--- config.mk ---
export PLATFORM = sky130hd
export DESIGN_NAME = battery_charge_estimator_core
export DESIGN_NICKNAME = d
export VERILOG_FILES = /design/src/hw/rtl/bce_pkg.sv /design/src/hw/rtl/battery_charge_estimator_core.sv /design/src/hw/rtl/bce_div.sv /design/src/hw/rtl/bce_ctrl.sv /design/src/hw/rtl/bce_dp.sv
export SDC_FILE = /design/constraint.sdc
export NUM_CORES = 1
export LEC_CHECK = 0
export BUFFER_PORTS_ARGS = -buffer_cell sky130_fd_sc_hd__buf_2
export CORE_MARGIN = 2
export CORE_UTILIZATION = 25
export CTS_CLUSTER_DIAMETER = 50
export DETAILED_ROUTE_END_ITERATION = 8
export GPL_TIMING_DRIVEN = 0
export SLEW_MARGIN = 20
export SYNTH_ARGS = -nofsm -noshare
export SYNTH_HDL_FRONTEND = slang
export SYNTH_SLANG_ARGS = --single-unit
--- constraint.sdc ---
create_clock -name clk -period 20.4 [get_ports clk]
set_input_delay 5.1 -clock clk [delete_from_list [all_inputs] [get_ports clk]]
set_output_delay 5.1 -clock clk [all_outputs]
set_load 0.02 [all_outputs]
--- src/hw/rtl/bce_pkg.sv ---
`default_nettype none

package bce_pkg;

  localparam int SAMPLE_W = 12;
  localparam int SCALE_W = 13;
  localparam int MV_W = 13;
  localparam int CHARGE_W = 10;
  localparam int SUM_W = 16;
  localparam int CNT_W = 4;
  localparam int IDX_W = 5;
  localparam int DIV_W = 16;
  localparam int DIV_CNT_W = $clog2(DIV_W);
  localparam int FRAC_W = 11;
  localparam int RECIP_SHIFT = 21;
  localparam int RECIP_W = 22;

  localparam int SAMPLES_AVG_DEF = 4;
  localparam int TABLE_POINTS_DEF = 21;
  localparam int TABLE_SLOTS = 32;

  localparam logic [SCALE_W-1:0] SCALE_RESET = 13'd4741;
  localparam logic [FRAC_W-1:0] STEP_TENTHS = 11'd50;
  localparam logic [CHARGE_W-1:0] CHARGE_MAX = 10'd1000;

  typedef struct packed {
    logic acc;
    logic avg_start;
    logic scale;
    logic set_zero;
    logic set_full;
    logic n_init;
    logic n_inc;
    logic frac_start;
    logic set_frac;
    logic load_out;
  } bce_cmd_t;

  typedef struct packed {
    logic last;
    logic div_done;
    logic le_first;
    logic ge_last;
    logic le_point;
    logic out_free;
  } bce_status_t;

  function automatic logic [MV_W-1:0] bce_volt(input logic [IDX_W-1:0] idx);
    logic [MV_W-1:0] v;
    case (idx)
      5'd0: v = 13'd3300;
      5'd1: v = 13'd3500;
      5'd2: v = 13'd3690;
      5'd3: v = 13'd3710;
      5'd4: v = 13'd3730;
      5'd5: v = 13'd3750;
      5'd6: v = 13'd3770;
      5'd7: v = 13'd3790;
      5'd8: v = 13'd3800;
      5'd9: v = 13'd3820;
      5'd10: v = 13'd3840;
      5'd11: v = 13'd3850;
      5'd12: v = 13'd3870;
      5'd13: v = 13'd3910;
      5'd14: v = 13'd3950;
      5'd15: v = 13'd3980;
      5'd16: v = 13'd4020;
      5'd17: v = 13'd4080;
      5'd18: v = 13'd4110;
      5'd19: v = 13'd4150;
      default: v = 13'd4200;
    endcase
    return v;
  endfunction

endpackage

`default_nettype wire

--- src/hw/rtl/battery_charge_estimator_core.sv ---
// result path: the last word of a group starts the average, scale and check states;
// a voltage off the table ends is delivered straight away, else the table search
// and the fraction divider run first; the output waits while it is stalled
// throughput: one sample word per cycle within a group; the input stays stalled
// after the closing word until its result is loaded
// reset: synchronous, active high; clears sum, count, output valid, controller; scale_q12 = 4741
`default_nettype none

module battery_charge_estimator_core import bce_pkg::*; #(
  parameter int SAMPLES_AVG = SAMPLES_AVG_DEF,
  parameter int TABLE_POINTS = TABLE_POINTS_DEF
) (
  input  wire logic                clk,
  input  wire logic                rst,
  input  wire logic                in_valid,
  output logic                     in_stall,
  input  wire logic [SAMPLE_W-1:0] sample,
  output logic                     out_valid,
  input  wire logic                out_stall,
  output logic [MV_W-1:0]          voltage_mv,
  output logic [CHARGE_W-1:0]      charge_tenths,
  input  wire logic                cfg_valid,
  output logic                     cfg_ready,
  input  wire logic [SCALE_W-1:0]  cfg_data
);

  bce_cmd_t    cmd;
  bce_status_t st;

  assign cfg_ready = 1'b1;

  bce_ctrl u_ctrl (
    .clk      (clk),
    .rst      (rst),
    .in_valid (in_valid),
    .in_stall (in_stall),
    .st       (st),
    .cmd      (cmd)
  );

  bce_dp #(
    .SAMPLES_AVG  (SAMPLES_AVG),
    .TABLE_POINTS (TABLE_POINTS)
  ) u_dp (
    .clk           (clk),
    .rst           (rst),
    .sample        (sample),
    .cfg_we        (cfg_valid && cfg_ready),
    .cfg_data      (cfg_data),
    .out_stall     (out_stall),
    .out_valid     (out_valid),
    .voltage_mv    (voltage_mv),
    .charge_tenths (charge_tenths),
    .cmd           (cmd),
    .st            (st)
  );

endmodule

`default_nettype wire

--- src/hw/rtl/bce_div.sv ---
`default_nettype none

module bce_div import bce_pkg::*; (
  input  wire logic             clk,
  input  wire logic             rst,
  input  wire logic             start,
  input  wire logic [DIV_W-1:0] dividend,
  input  wire logic [DIV_W-1:0] divisor,
  output logic                  done,
  output logic [DIV_W-1:0]      quotient
);

  logic                 busy;
  logic [DIV_CNT_W-1:0] cnt;
  logic [DIV_W-1:0]     rem;
  logic [DIV_W-1:0]     dvsr;
  logic [DIV_W:0]       shifted;
  logic [DIV_W:0]       trial;

  assign shifted = {rem, quotient[DIV_W-1]};
  assign trial = shifted - {1'b0, dvsr};

  always_ff @(posedge clk) begin
    if (rst) begin
      busy <= 1'b0;
      done <= 1'b0;
      cnt <= '0;
    end else begin
      done <= 1'b0;
      if (start) begin
        busy <= 1'b1;
        cnt <= '0;
      end else if (busy) begin
        cnt <= cnt + 1'b1;
        if (cnt == DIV_CNT_W'(DIV_W - 1)) begin
          busy <= 1'b0;
          done <= 1'b1;
        end
      end
    end
  end

  always_ff @(posedge clk) begin
    if (start) begin
      quotient <= dividend;
      rem <= '0;
      dvsr <= divisor;
    end else if (busy) begin
      if (!trial[DIV_W]) begin
        rem <= trial[DIV_W-1:0];
        quotient <= {quotient[DIV_W-2:0], 1'b1};
      end else begin
        rem <= shifted[DIV_W-1:0];
        quotient <= {quotient[DIV_W-2:0], 1'b0};
      end
    end
  end

`ifndef SYNTH
  a_no_restart: assert property (@(posedge clk) disable iff (rst) start |-> !busy)
    else $error("divider started while busy");
  a_done_after_busy: assert property (@(posedge clk) disable iff (rst)
    done |-> $past(busy))
    else $error("divider done without a run");
`endif

endmodule

`default_nettype wire

--- src/hw/rtl/bce_ctrl.sv ---
`default_nettype none

module bce_ctrl import bce_pkg::*; (
  input  wire logic        clk,
  input  wire logic        rst,
  input  wire logic        in_valid,
  output logic             in_stall,
  input  wire bce_status_t st,
  output bce_cmd_t         cmd
);

  typedef enum logic [6:0] {
    S_IDLE      = 7'b0000001,
    S_AVG_START = 7'b0000010,
    S_SCALE     = 7'b0000100,
    S_CHECK     = 7'b0001000,
    S_SEARCH    = 7'b0010000,
    S_FRAC_WAIT = 7'b0100000,
    S_DELIVER   = 7'b1000000
  } state_t;

  state_t state;
  state_t state_next;

  assign in_stall = (state != S_IDLE);

  always_comb begin
    cmd = '0;
    state_next = state;
    case (state)
      S_IDLE: begin
        if (in_valid) begin
          cmd.acc = 1'b1;
          if (st.last) state_next = S_AVG_START;
        end
      end
      S_AVG_START: begin
        cmd.avg_start = 1'b1;
        state_next = S_SCALE;
      end
      S_SCALE: begin
        cmd.scale = 1'b1;
        state_next = S_CHECK;
      end
      S_CHECK: begin
        if (st.le_first) begin
          cmd.set_zero = 1'b1;
          state_next = S_DELIVER;
        end else if (st.ge_last) begin
          cmd.set_full = 1'b1;
          state_next = S_DELIVER;
        end else begin
          cmd.n_init = 1'b1;
          state_next = S_SEARCH;
        end
      end
      S_SEARCH: begin
        if (st.le_point) begin
          cmd.frac_start = 1'b1;
          state_next = S_FRAC_WAIT;
        end else begin
          cmd.n_inc = 1'b1;
        end
      end
      S_FRAC_WAIT: begin
        if (st.div_done) begin
          cmd.set_frac = 1'b1;
          state_next = S_DELIVER;
        end
      end
      S_DELIVER: begin
        if (st.out_free) begin
          cmd.load_out = 1'b1;
          state_next = S_IDLE;
        end
      end
      default: state_next = S_IDLE;
    endcase
  end

  always_ff @(posedge clk) begin
    if (rst) begin
      state <= S_IDLE;
    end else begin
      state <= state_next;
    end
  end

`ifndef SYNTH
  a_search_from_check: assert property (@(posedge clk) disable iff (rst)
    $rose(state == S_SEARCH) |-> $past(state == S_CHECK))
    else $error("search entered from wrong state");
`endif

endmodule

`default_nettype wire

--- src/hw/rtl/bce_dp.sv ---
`default_nettype none

module bce_dp import bce_pkg::*; #(
  parameter int SAMPLES_AVG = SAMPLES_AVG_DEF,
  parameter int TABLE_POINTS = TABLE_POINTS_DEF
) (
  input  wire logic                clk,
  input  wire logic                rst,
  input  wire logic [SAMPLE_W-1:0] sample,
  input  wire logic                cfg_we,
  input  wire logic [SCALE_W-1:0]  cfg_data,
  input  wire logic                out_stall,
  output logic                     out_valid,
  output logic [MV_W-1:0]          voltage_mv,
  output logic [CHARGE_W-1:0]      charge_tenths,
  input  wire bce_cmd_t            cmd,
  output bce_status_t              st
);

  localparam int P_USED = (TABLE_POINTS < 2) ? 2 :
                          ((TABLE_POINTS > TABLE_SLOTS) ? TABLE_SLOTS : TABLE_POINTS);
  localparam logic [IDX_W-1:0] LAST_IDX = IDX_W'(P_USED - 1);
  localparam logic [CNT_W-1:0] LAST_CNT = CNT_W'(SAMPLES_AVG - 1);
  // ceil(2^21 / group) gives an exact floor quotient for any 16-bit sum
  localparam logic [RECIP_W-1:0] RECIP =
    RECIP_W'(((64'd1 << RECIP_SHIFT) + SAMPLES_AVG - 1) / SAMPLES_AVG);

  logic [SCALE_W-1:0]  scale_q12;
  logic [SUM_W-1:0]    sample_sum;
  logic [CNT_W-1:0]    sample_count;
  logic [SAMPLE_W-1:0] avg;
  logic [MV_W-1:0]     mv;
  logic [IDX_W-1:0]    n;
  logic [CHARGE_W-1:0] charge;

  logic [MV_W-1:0]             pt_lo;
  logic [MV_W-1:0]             pt_hi;
  logic [SUM_W+RECIP_W-1:0]    avg_prod;
  logic                        div_start;
  logic [DIV_W-1:0]            div_dividend;
  logic [DIV_W-1:0]            div_divisor;
  logic                        div_done;
  logic [DIV_W-1:0]            quotient;
  logic [SAMPLE_W+SCALE_W-1:0] product;
  logic [FRAC_W-1:0]           frac_sum;

  assign pt_lo = bce_volt(n - 1'b1);
  assign pt_hi = bce_volt(n);

  assign avg_prod = {{RECIP_W{1'b0}}, sample_sum} * {{SUM_W{1'b0}}, RECIP};

  assign div_start = cmd.frac_start;
  assign div_dividend = DIV_W'(DIV_W'(mv - pt_lo) * DIV_W'(STEP_TENTHS));
  assign div_divisor = DIV_W'(pt_hi - pt_lo);

  bce_div u_div (
    .clk      (clk),
    .rst      (rst),
    .start    (div_start),
    .dividend (div_dividend),
    .divisor  (div_divisor),
    .done     (div_done),
    .quotient (quotient)
  );

  assign product = {{SCALE_W{1'b0}}, avg} *
                   {{SAMPLE_W{1'b0}}, scale_q12};
  assign frac_sum = FRAC_W'(n - 1'b1) * STEP_TENTHS + FRAC_W'(quotient[5:0]);

  assign st.last = (sample_count == LAST_CNT);
  assign st.div_done = div_done;
  assign st.le_first = (mv <= bce_volt('0));
  assign st.ge_last = (mv >= bce_volt(LAST_IDX));
  assign st.le_point = (mv <= pt_hi);
  assign st.out_free = !out_valid || !out_stall;

  always_ff @(posedge clk) begin
    if (rst) begin
      scale_q12 <= SCALE_RESET;
      sample_sum <= '0;
      sample_count <= '0;
      out_valid <= 1'b0;
    end else begin
      if (cfg_we) scale_q12 <= cfg_data;
      if (cmd.avg_start) begin
        sample_sum <= '0;
        sample_count <= '0;
      end else if (cmd.acc) begin
        sample_sum <= sample_sum + SUM_W'(sample);
        if (!st.last) sample_count <= sample_count + 1'b1;
      end
      if (cmd.load_out) begin
        out_valid <= 1'b1;
      end else if (!out_stall) begin
        out_valid <= 1'b0;
      end
    end
  end

  always_ff @(posedge clk) begin
    if (cmd.avg_start) avg <= avg_prod[RECIP_SHIFT+SAMPLE_W-1:RECIP_SHIFT];
    if (cmd.scale) mv <= product[SAMPLE_W+SCALE_W-1:SAMPLE_W];
    if (cmd.n_init) begin
      n <= IDX_W'(1);
    end else if (cmd.n_inc) begin
      n <= n + 1'b1;
    end
    if (cmd.set_zero) begin
      charge <= '0;
    end else if (cmd.set_full) begin
      charge <= CHARGE_MAX;
    end else if (cmd.set_frac) begin
      charge <= (frac_sum > FRAC_W'(CHARGE_MAX)) ? CHARGE_MAX : frac_sum[CHARGE_W-1:0];
    end
    if (cmd.load_out) begin
      voltage_mv <= mv;
      charge_tenths <= charge;
    end
  end

`ifndef SYNTH
  a_count_range: assert property (@(posedge clk) disable iff (rst)
    sample_count <= LAST_CNT)
    else $error("sample count past group size");
  a_charge_range: assert property (@(posedge clk) disable iff (rst)
    out_valid |-> charge_tenths <= CHARGE_MAX)
    else $error("charge above full scale");
  a_load_free: assert property (@(posedge clk) disable iff (rst)
    cmd.load_out |-> (!out_valid || !out_stall))
    else $error("output word overwritten");
`endif

endmodule

`default_nettype wire

# --- Word level (Yosys, flattened, before mapping) ---
# Memory sizes are Yosys's and may differ from the RTL's. A register that Yosys moved wholly into a read port is not among the register bits.
# Cells that the tools add are included.
word_totals:
  mem_count: 2
  register_bits: 158
  romBits: 768
  in_bits: 30
  output_inout_bits: 26
memory_table:
  columns: ["memory", "depth", "word_bits", "rd", "rd_clocked_by_memory_dff", "wr", "line", "source"]
  rows:
  - ["(name not given)", 32, 12, 1, 1, 0, "bce_pkg.sv:50", "case (idx)"]
  - ["(name not given)", 32, 12, 1, 0, 0, "bce_pkg.sv:50", null]
classes:
  n_mul: 3
  mux: 39
  n_addsub: 10
  bitwise_logic: 2
  n_eq_ne: 16
  n_reduce_logical: 11
  n_lt_le_gt_ge: 4
ops:
  columns: ["op", "n"]
  rows:
  - ["$mux W7", 7]
  - ["$pmux W7 S7", 1]
  - ["$mux W16", 3]
  - ["$mux W10", 3]
  - ["$sub A13 B13 Y14", 2]
  - ["$mul A12 B13 Y25", 1]
  - ["$mux W1", 20]
  - ["$sub A17 B16 Y17", 1]
  - ["$add A16 B12 Y16", 1]
  - ["$mul A16 B5 Y15 const B", 1]
  - ["$ge A13 B13 Y1 const B", 1]
  - ["$le A13 B12 Y1 const B", 1]
  - ["$le A13 B13 Y1", 1]
  - ["$add A11 B6 Y11", 1]
  - ["$gt A11 B10 Y1 const B", 1]
  - ["$mul A11 B5 Y10 const B", 1]
  - ["$mux W5", 2]
  - ["$add A4 B1 Y4 const B", 2]
  - ["$ne A2 B2 Y1 const B", 4]
  - ["$eq A7 B1 Y1 const B", 1]
  - ["$eq A7 B2 Y1 const B", 1]
  - ["$eq A7 B3 Y1 const B", 1]
  - ["$eq A7 B4 Y1 const B", 1]
  - ["$eq A7 B5 Y1 const B", 1]
  - ["19 further kinds", 26]

# --- Logic depth before layout (Yosys ltp) ---
logic_depth:
  ltp_word: 7
  ltp_mapped: 30

# --- By module ---
# From an unflattened synthesis, not the netlist that was laid out.
unflattened:
  cells_unflattened: 1686
  hier_area_um2: 15800.2
modules_own_cells:
  columns: ["mod", "instances", "seq_area_each_um2", "cells_per_inst", "area_each_um2"]
  rows:
  - ["bce_dp", 1, 2602.5, 1341, 12280.5]
  - ["bce_div", 1, 1401.3, 285, 2999.1]
  - ["bce_ctrl", 1, 140.1, 58, 509.2]
  - ["battery_charge_estimator_core", 1, 0.0, 2, 11.3]

# --- Worst setup path before layout ---
# OpenSTA, ideal clock, no wires.
synth_timing:
  path_kind: "input -> register"
  start: "in sample[0]"
  end: "reg u_dp.sample_sum[10]"
  required_time_ns: 20.283
  cell_stages: 12
  t_arrival_ns: 7.008
  slack_ns: 13.275
  cell_sequence: "ha_1 > inv_1 > fa_1 > nor2b_1 > o21ai_0 > a21boi_0 > o21a_1 > o211ai_1 > nand2_1 > a21o_1 > a211o_1 > a32o_1"
synth_between:
  elab_chain_len: 1
synth_lines:
  columns: ["element", "line", "source"]
  rows:
  - ["start: declaration", "battery_charge_estimator_core.sv:17", "input wire logic [SAMPLE_W-1:0] sample,"]
  - ["$add A16 B12 Y16", "bce_dp.sv:89", "sample_sum <= sample_sum + SUM_W'(sample);"]
  - ["end signal: assignment", "bce_dp.sv:89", null]
  - ["end: declaration", "bce_dp.sv:29", "logic [SUM_W-1:0] sample_sum;"]
# Every way passes these cells.
# A chain may end at the register's enable or synchronous reset.

# --- Worst setup path after layout ---
layout_timing:
  start: "reg u_dp.n[0]"
  end: "reg u_dp.u_div.quotient[15], data pin"
layout_between:
  elab_chain_len: 5
layout_lines:
  columns: ["element", "line", "source"]
  rows:
  - ["start: declaration", "bce_dp.sv:33", "logic [IDX_W-1:0] n;"]
  - ["start signal: assignment", "bce_dp.sv:106", "n <= n + 1'b1;"]
  - ["$sub A5 B1 Y5", "bce_dp.sv:47", "assign pt_lo = bce_volt(n - 1'b1);"]
  - ["$mem_v2 Z32 W12", null, null]
  - ["$sub A13 B13 Y14", "bce_dp.sv:53", "assign div_dividend = DIV_W'(DIV_W'(mv - pt_lo) * DIV_W'(STEP_TENTHS));"]
  - ["$mul A16 B5 Y15", "bce_dp.sv:53", null]
  - ["$mux W16", "bce_div.sv:44", "if (start) begin"]
  - ["end signal: assignment", "bce_div.sv:45", "quotient <= dividend;"]
  - ["end signal: assignment", "bce_div.sv:51", "quotient <= {quotient[DIV_W-2:0], 1'b1};"]
  - ["end signal: assignment", "bce_div.sv:54", "quotient <= {quotient[DIV_W-2:0], 1'b0};"]
  - ["end: declaration", "bce_div.sv:10", "output logic [DIV_W-1:0] quotient"]
# Every way passes these cells.

==> flow_metrics.py <==
metrics = {
    "pwr": {
        "p_per_area_mw_per_mm2": 64.42,
        "comb_power_share_pct": 36.5,
        "p_int_uw": 727.1,
        "p_switching_uw": 390.4,
        "ir_worst_vdd_mv": 0.06878,
        "p_leak_uw": 0.007983,
        "seqPwrFrac_pct": 34.9,
        "switching_share_pct": 34.93,
        "clockPowerShare_pct": 28.6,
    },
    "timing": {
        "worstMarginPinSlew_ns": 1.068,
        "slew_viol_final": 0,
        "max-slew-margin-rel_pct": 28.81,
        "max_freq_mhz": 126.7,
        "finalSetupViolCount": 0,
        "fin_setup_tns_ns": 0,
        "finClkSkew_ns": 0.01396,
        "hold_viol_final": 0,
        "layout_min_cycle_time_ns": 7.891,
        "grt_setup_unrepaired": "no",
        "fin_crit_sh_pct": 38.68,
    },
    "setup_path": {
        "critPathMaxFanout": 11,
        "r2r_end": "u_dp.u_div.quotient[15]$_DFFE_PP_",
        "crit_path_start": "u_dp.n[0]$_SDFFE_PP1P_",
        "reg2regPathDepth": 29,
        "arrival_ns": 8.17,
        "slowest_stage": "xor2_1",
        "end_kind": "register",
        "cp_slowest_stage_delay_ns": 0.70,
        "crit_type": "register to register",
        "rrSetupSlack_ns": 12.51,
        "start_kind": "register",
        "critPathMostFrequentCell": "ha_1",
        "worstSetupEndpoint": "u_dp.u_div.quotient[15]$_DFFE_PP_",
        "regToRegStartpoint": "u_dp.n[0]$_SDFFE_PP1P_",
        "required_ns": 20.68,
    },
    "synth": {
        "yosys_warnings": 0,
        "synth_seq_cells": 164,
        "ys.flop_type": "dfxtp_1",
        "async_flop_share_pct": 0,
        "synth_edf_count": 76,
        "synth_common_cells": "inv_1 (247), nand2_1 (196), ha_1 (191)",
        "yosys-top-cells-area": "fa_1 (16%), ha_1 (15%), edfxtp_1 (15%)",
        "synth.top_cell.area_share_pct": 16.44,
        "synth_most_common_cell": "inv_1",
        "ys_seq_area_share_pct": 26.15,
        "syn_nets": 2036,
        "synth.cell_area_mm2": 0.01546,
        "postSynthAreaPerCell_um2": 9.162,
        "yosysUniqueCellTypes": 82,
        "synthCells": 1688,
        "synth_area_leader_cell": "fa_1",
    },
    "placement": {
        "io_buffers": 53,
        "placed_area_mm2": 0.01677,
        "gp_congestion": 0.8870,
        "dp_hpwl_um": 30480,
    },
    "cells_and_area": {
        "diodes": 0,
        "n_fill_cell": 6527,
        "drive_above_1_share_pct": 6.704,
        "area_growth_pct": 12.18,
        "ff_latch_area_mm2": 0.004044,
        "multiInputGateArea_mm2": 0.01027,
        "fin_nets": 2110,
        "postLayoutCellArea_mm2": 0.01735,
    },
    "drt": {
        "wl_met2_um": 18070,
        "met1_length_um": 17200,
        "dr_wl_met3_um": 1496,
        "drtAntennaViolNets": 0,
        "drcViolationCount": 0,
        "vias": 11764,
        "drt_wl_total_um": 37190,
        "via_per_inst": 4.586,
        "drt_iter0_drc": 572,
        "highest_layer": "met4",
        "firstDrtPassIters": 5,
        "post_drt_wl_per_cell_um": 14.50,
    },
    "floorplan": {
        "die_w_um": 252.7,
        "num_io_pins": 56,
        "start_util_pct": 25.15,
        "dieArea_mm2": 0.06386,
        "coreArea_mm2": 0.06148,
        "die_h_um": 252.7,
        "fp-row-count": 91,
    },
    "clocking": {
        "numCtsBuffers": 17,
        "htree_levels": 4,
        "clkTransAtPathRegs_ns": 0.07,
        "cts.sinks": 164,
        "cts_resized": 0,
        "cts_buffer_depth": 2,
        "root_buffer": "clkbuf_16",
        "cts_hold_buffers": 0,
        "cts_tree": "done",
        "cts_setup_buffers": 0,
        "insertion_delay_ns": 0.44,
    },
    "job": {
        "drv_cap": 0,
    },
    "worst_hold_path": {
        "hp-class": "register to register",
    },
    "global_route": {
        "grt_pass1_vias": 11996,
        "grt_overflow_total": 0,
        "grt_max_degree": 23,
        "grtUsageTotal_pct": 11.81,
        "grt_pass1_wl_um": 61000,
        "antenna_found_initial": 0,
    },
    "outcome": {
        "outcome": "completed",
    },
}
## state kept, by name, summed over array words and instances, names as in the netlist
| signal | cells |
|---|---|
| u_dp.charge | 10 |
| u_dp.scale_q12 | 13 |
| u_dp.u_div.dvsr | 13 |
| u_dp.charge_tenths | 10 |
| u_dp.mv | 13 |
| u_dp.sample_count | 4 |
| u_dp.out_valid | 1 |
| u_dp.u_div.quotient | 16 |
| u_dp.voltage_mv | 13 |
| u_ctrl.state | 7 |
| u_dp.sample_sum | 14 |
| u_dp.avg | 12 |
| u_dp.u_div.rem | 16 |
| u_dp.u_div.cnt | 4 |
| u_dp.u_div.busy | 1 |
| u_dp.n | 5 |
| u_dp.pt_hi | 11 |
| u_dp.u_div.done | 1 |
## worst min-delay path by stage
stage / start / to / depth (start not counted)
3_3_place_gp: u_dp.charge[6]$_SDFFE_PP0P_ / u_dp.charge_tenths[6]$_DFFE_PP_ / 0
5_1_grt: u_dp.charge[8]$_SDFFE_PP0P_ / u_dp.charge_tenths[8]$_DFFE_PP_ / 0
4_1_cts: u_dp.charge[8]$_SDFFE_PP0P_ / u_dp.charge_tenths[8]$_DFFE_PP_ / 0
6_report: u_dp.charge[8]$_SDFFE_PP0P_ / u_dp.charge_tenths[8]$_DFFE_PP_ / 0
3_5_place_dp: u_dp.charge[8]$_SDFFE_PP0P_ / u_dp.charge_tenths[8]$_DFFE_PP_ / 0
2_1_floorplan: u_dp.charge[3]$_SDFFE_PP0P_ / u_dp.charge_tenths[3]$_DFFE_PP_ / 0
## per-layer routing
layer / track usage [%] / vias up
met5: 0 / -
met1: 15.31 / 5699
li1: - / 5818
met4: 2.519 / 0
met2: 20.72 / 218
met3: 1.730 / 29
## kinds of logic after synthesis
kind of cell    synth area share, %
simple gates                  14.98
fa+ha+maj                     31.89
flops                         26.15
buf+inv                       7.565
compound gates                12.07
xor+xnor                      4.798
other cells                 0.02425
mux                           2.516
## metrics by stage
stage | hold WS, ns | total power (uW) | setup WS [ns] | cells | utilization, %
after global routing | 0.4441 | 1209 | 11.88 | 2565 | 28.22
final | 0.4364 | 1118 | 12.51 | 2565 | 28.22
after detailed placement | 0.4168 | 805.6 | 12.65 | 2533 | 27.28
after floorplan | 0.4030 | 718.5 | 13.28 | 1688 | -
after CTS | 0.4348 | 1131 | 12.62 | 2565 | 28.22
after global placement | 0.4162 | 794.7 | 12.70 | 2531 | 27.19
## critical path, delay by kind of cell, from the launching register on
family / cells / cell delay (ns)
xor+xnor: 4 / 1.49
simple gates: 4 / 0.81
buf+inv: 5 / 0.90
flops: 1 / 0.48
compound gates: 9 / 1.67
fa+ha+maj: 7 / 2.34
## power by group through the flow
stage | Combinational (uW) | Clock (uW) | Sequential [uW]
global route | 476 | 340 | 393
detailed placement | 408 | 0 | 398
floorplan | 326 | 0 | 393
finish | 408 | 319 | 390
global placement | 398 | 0 | 397
CTS | 413 | 327 | 390
## layout by cell type (no fill, tap or decap), types with 52 or more instances in the layout
| cell | n |
|---|---|
| nand2_1 | 196 |
| buf_2 | 56 |
| inv_1 | 247 |
| edfxtp_1 | 76 |
| dfxtp_1 | 88 |
| fa_1 | 127 |
| a21oi_1 | 93 |
| nor2_1 | 85 |
| xnor2_1 | 52 |
| ha_1 | 191 |
| o21ai_0 | 68 |
## cell type report
type,instances,area share (%)
Inverter,251,5.445
Clock buffer,20,2.697
Buffer,55,1.298
Tap cell,790,5.698
Clock inverter,12,0.6347
Multi-Input combinational cell,1218,59.18
Timing Repair Buffer,55,1.731
Sequential cell,164,23.31
No activity file was read; power rests on OpenSTA's default activity.
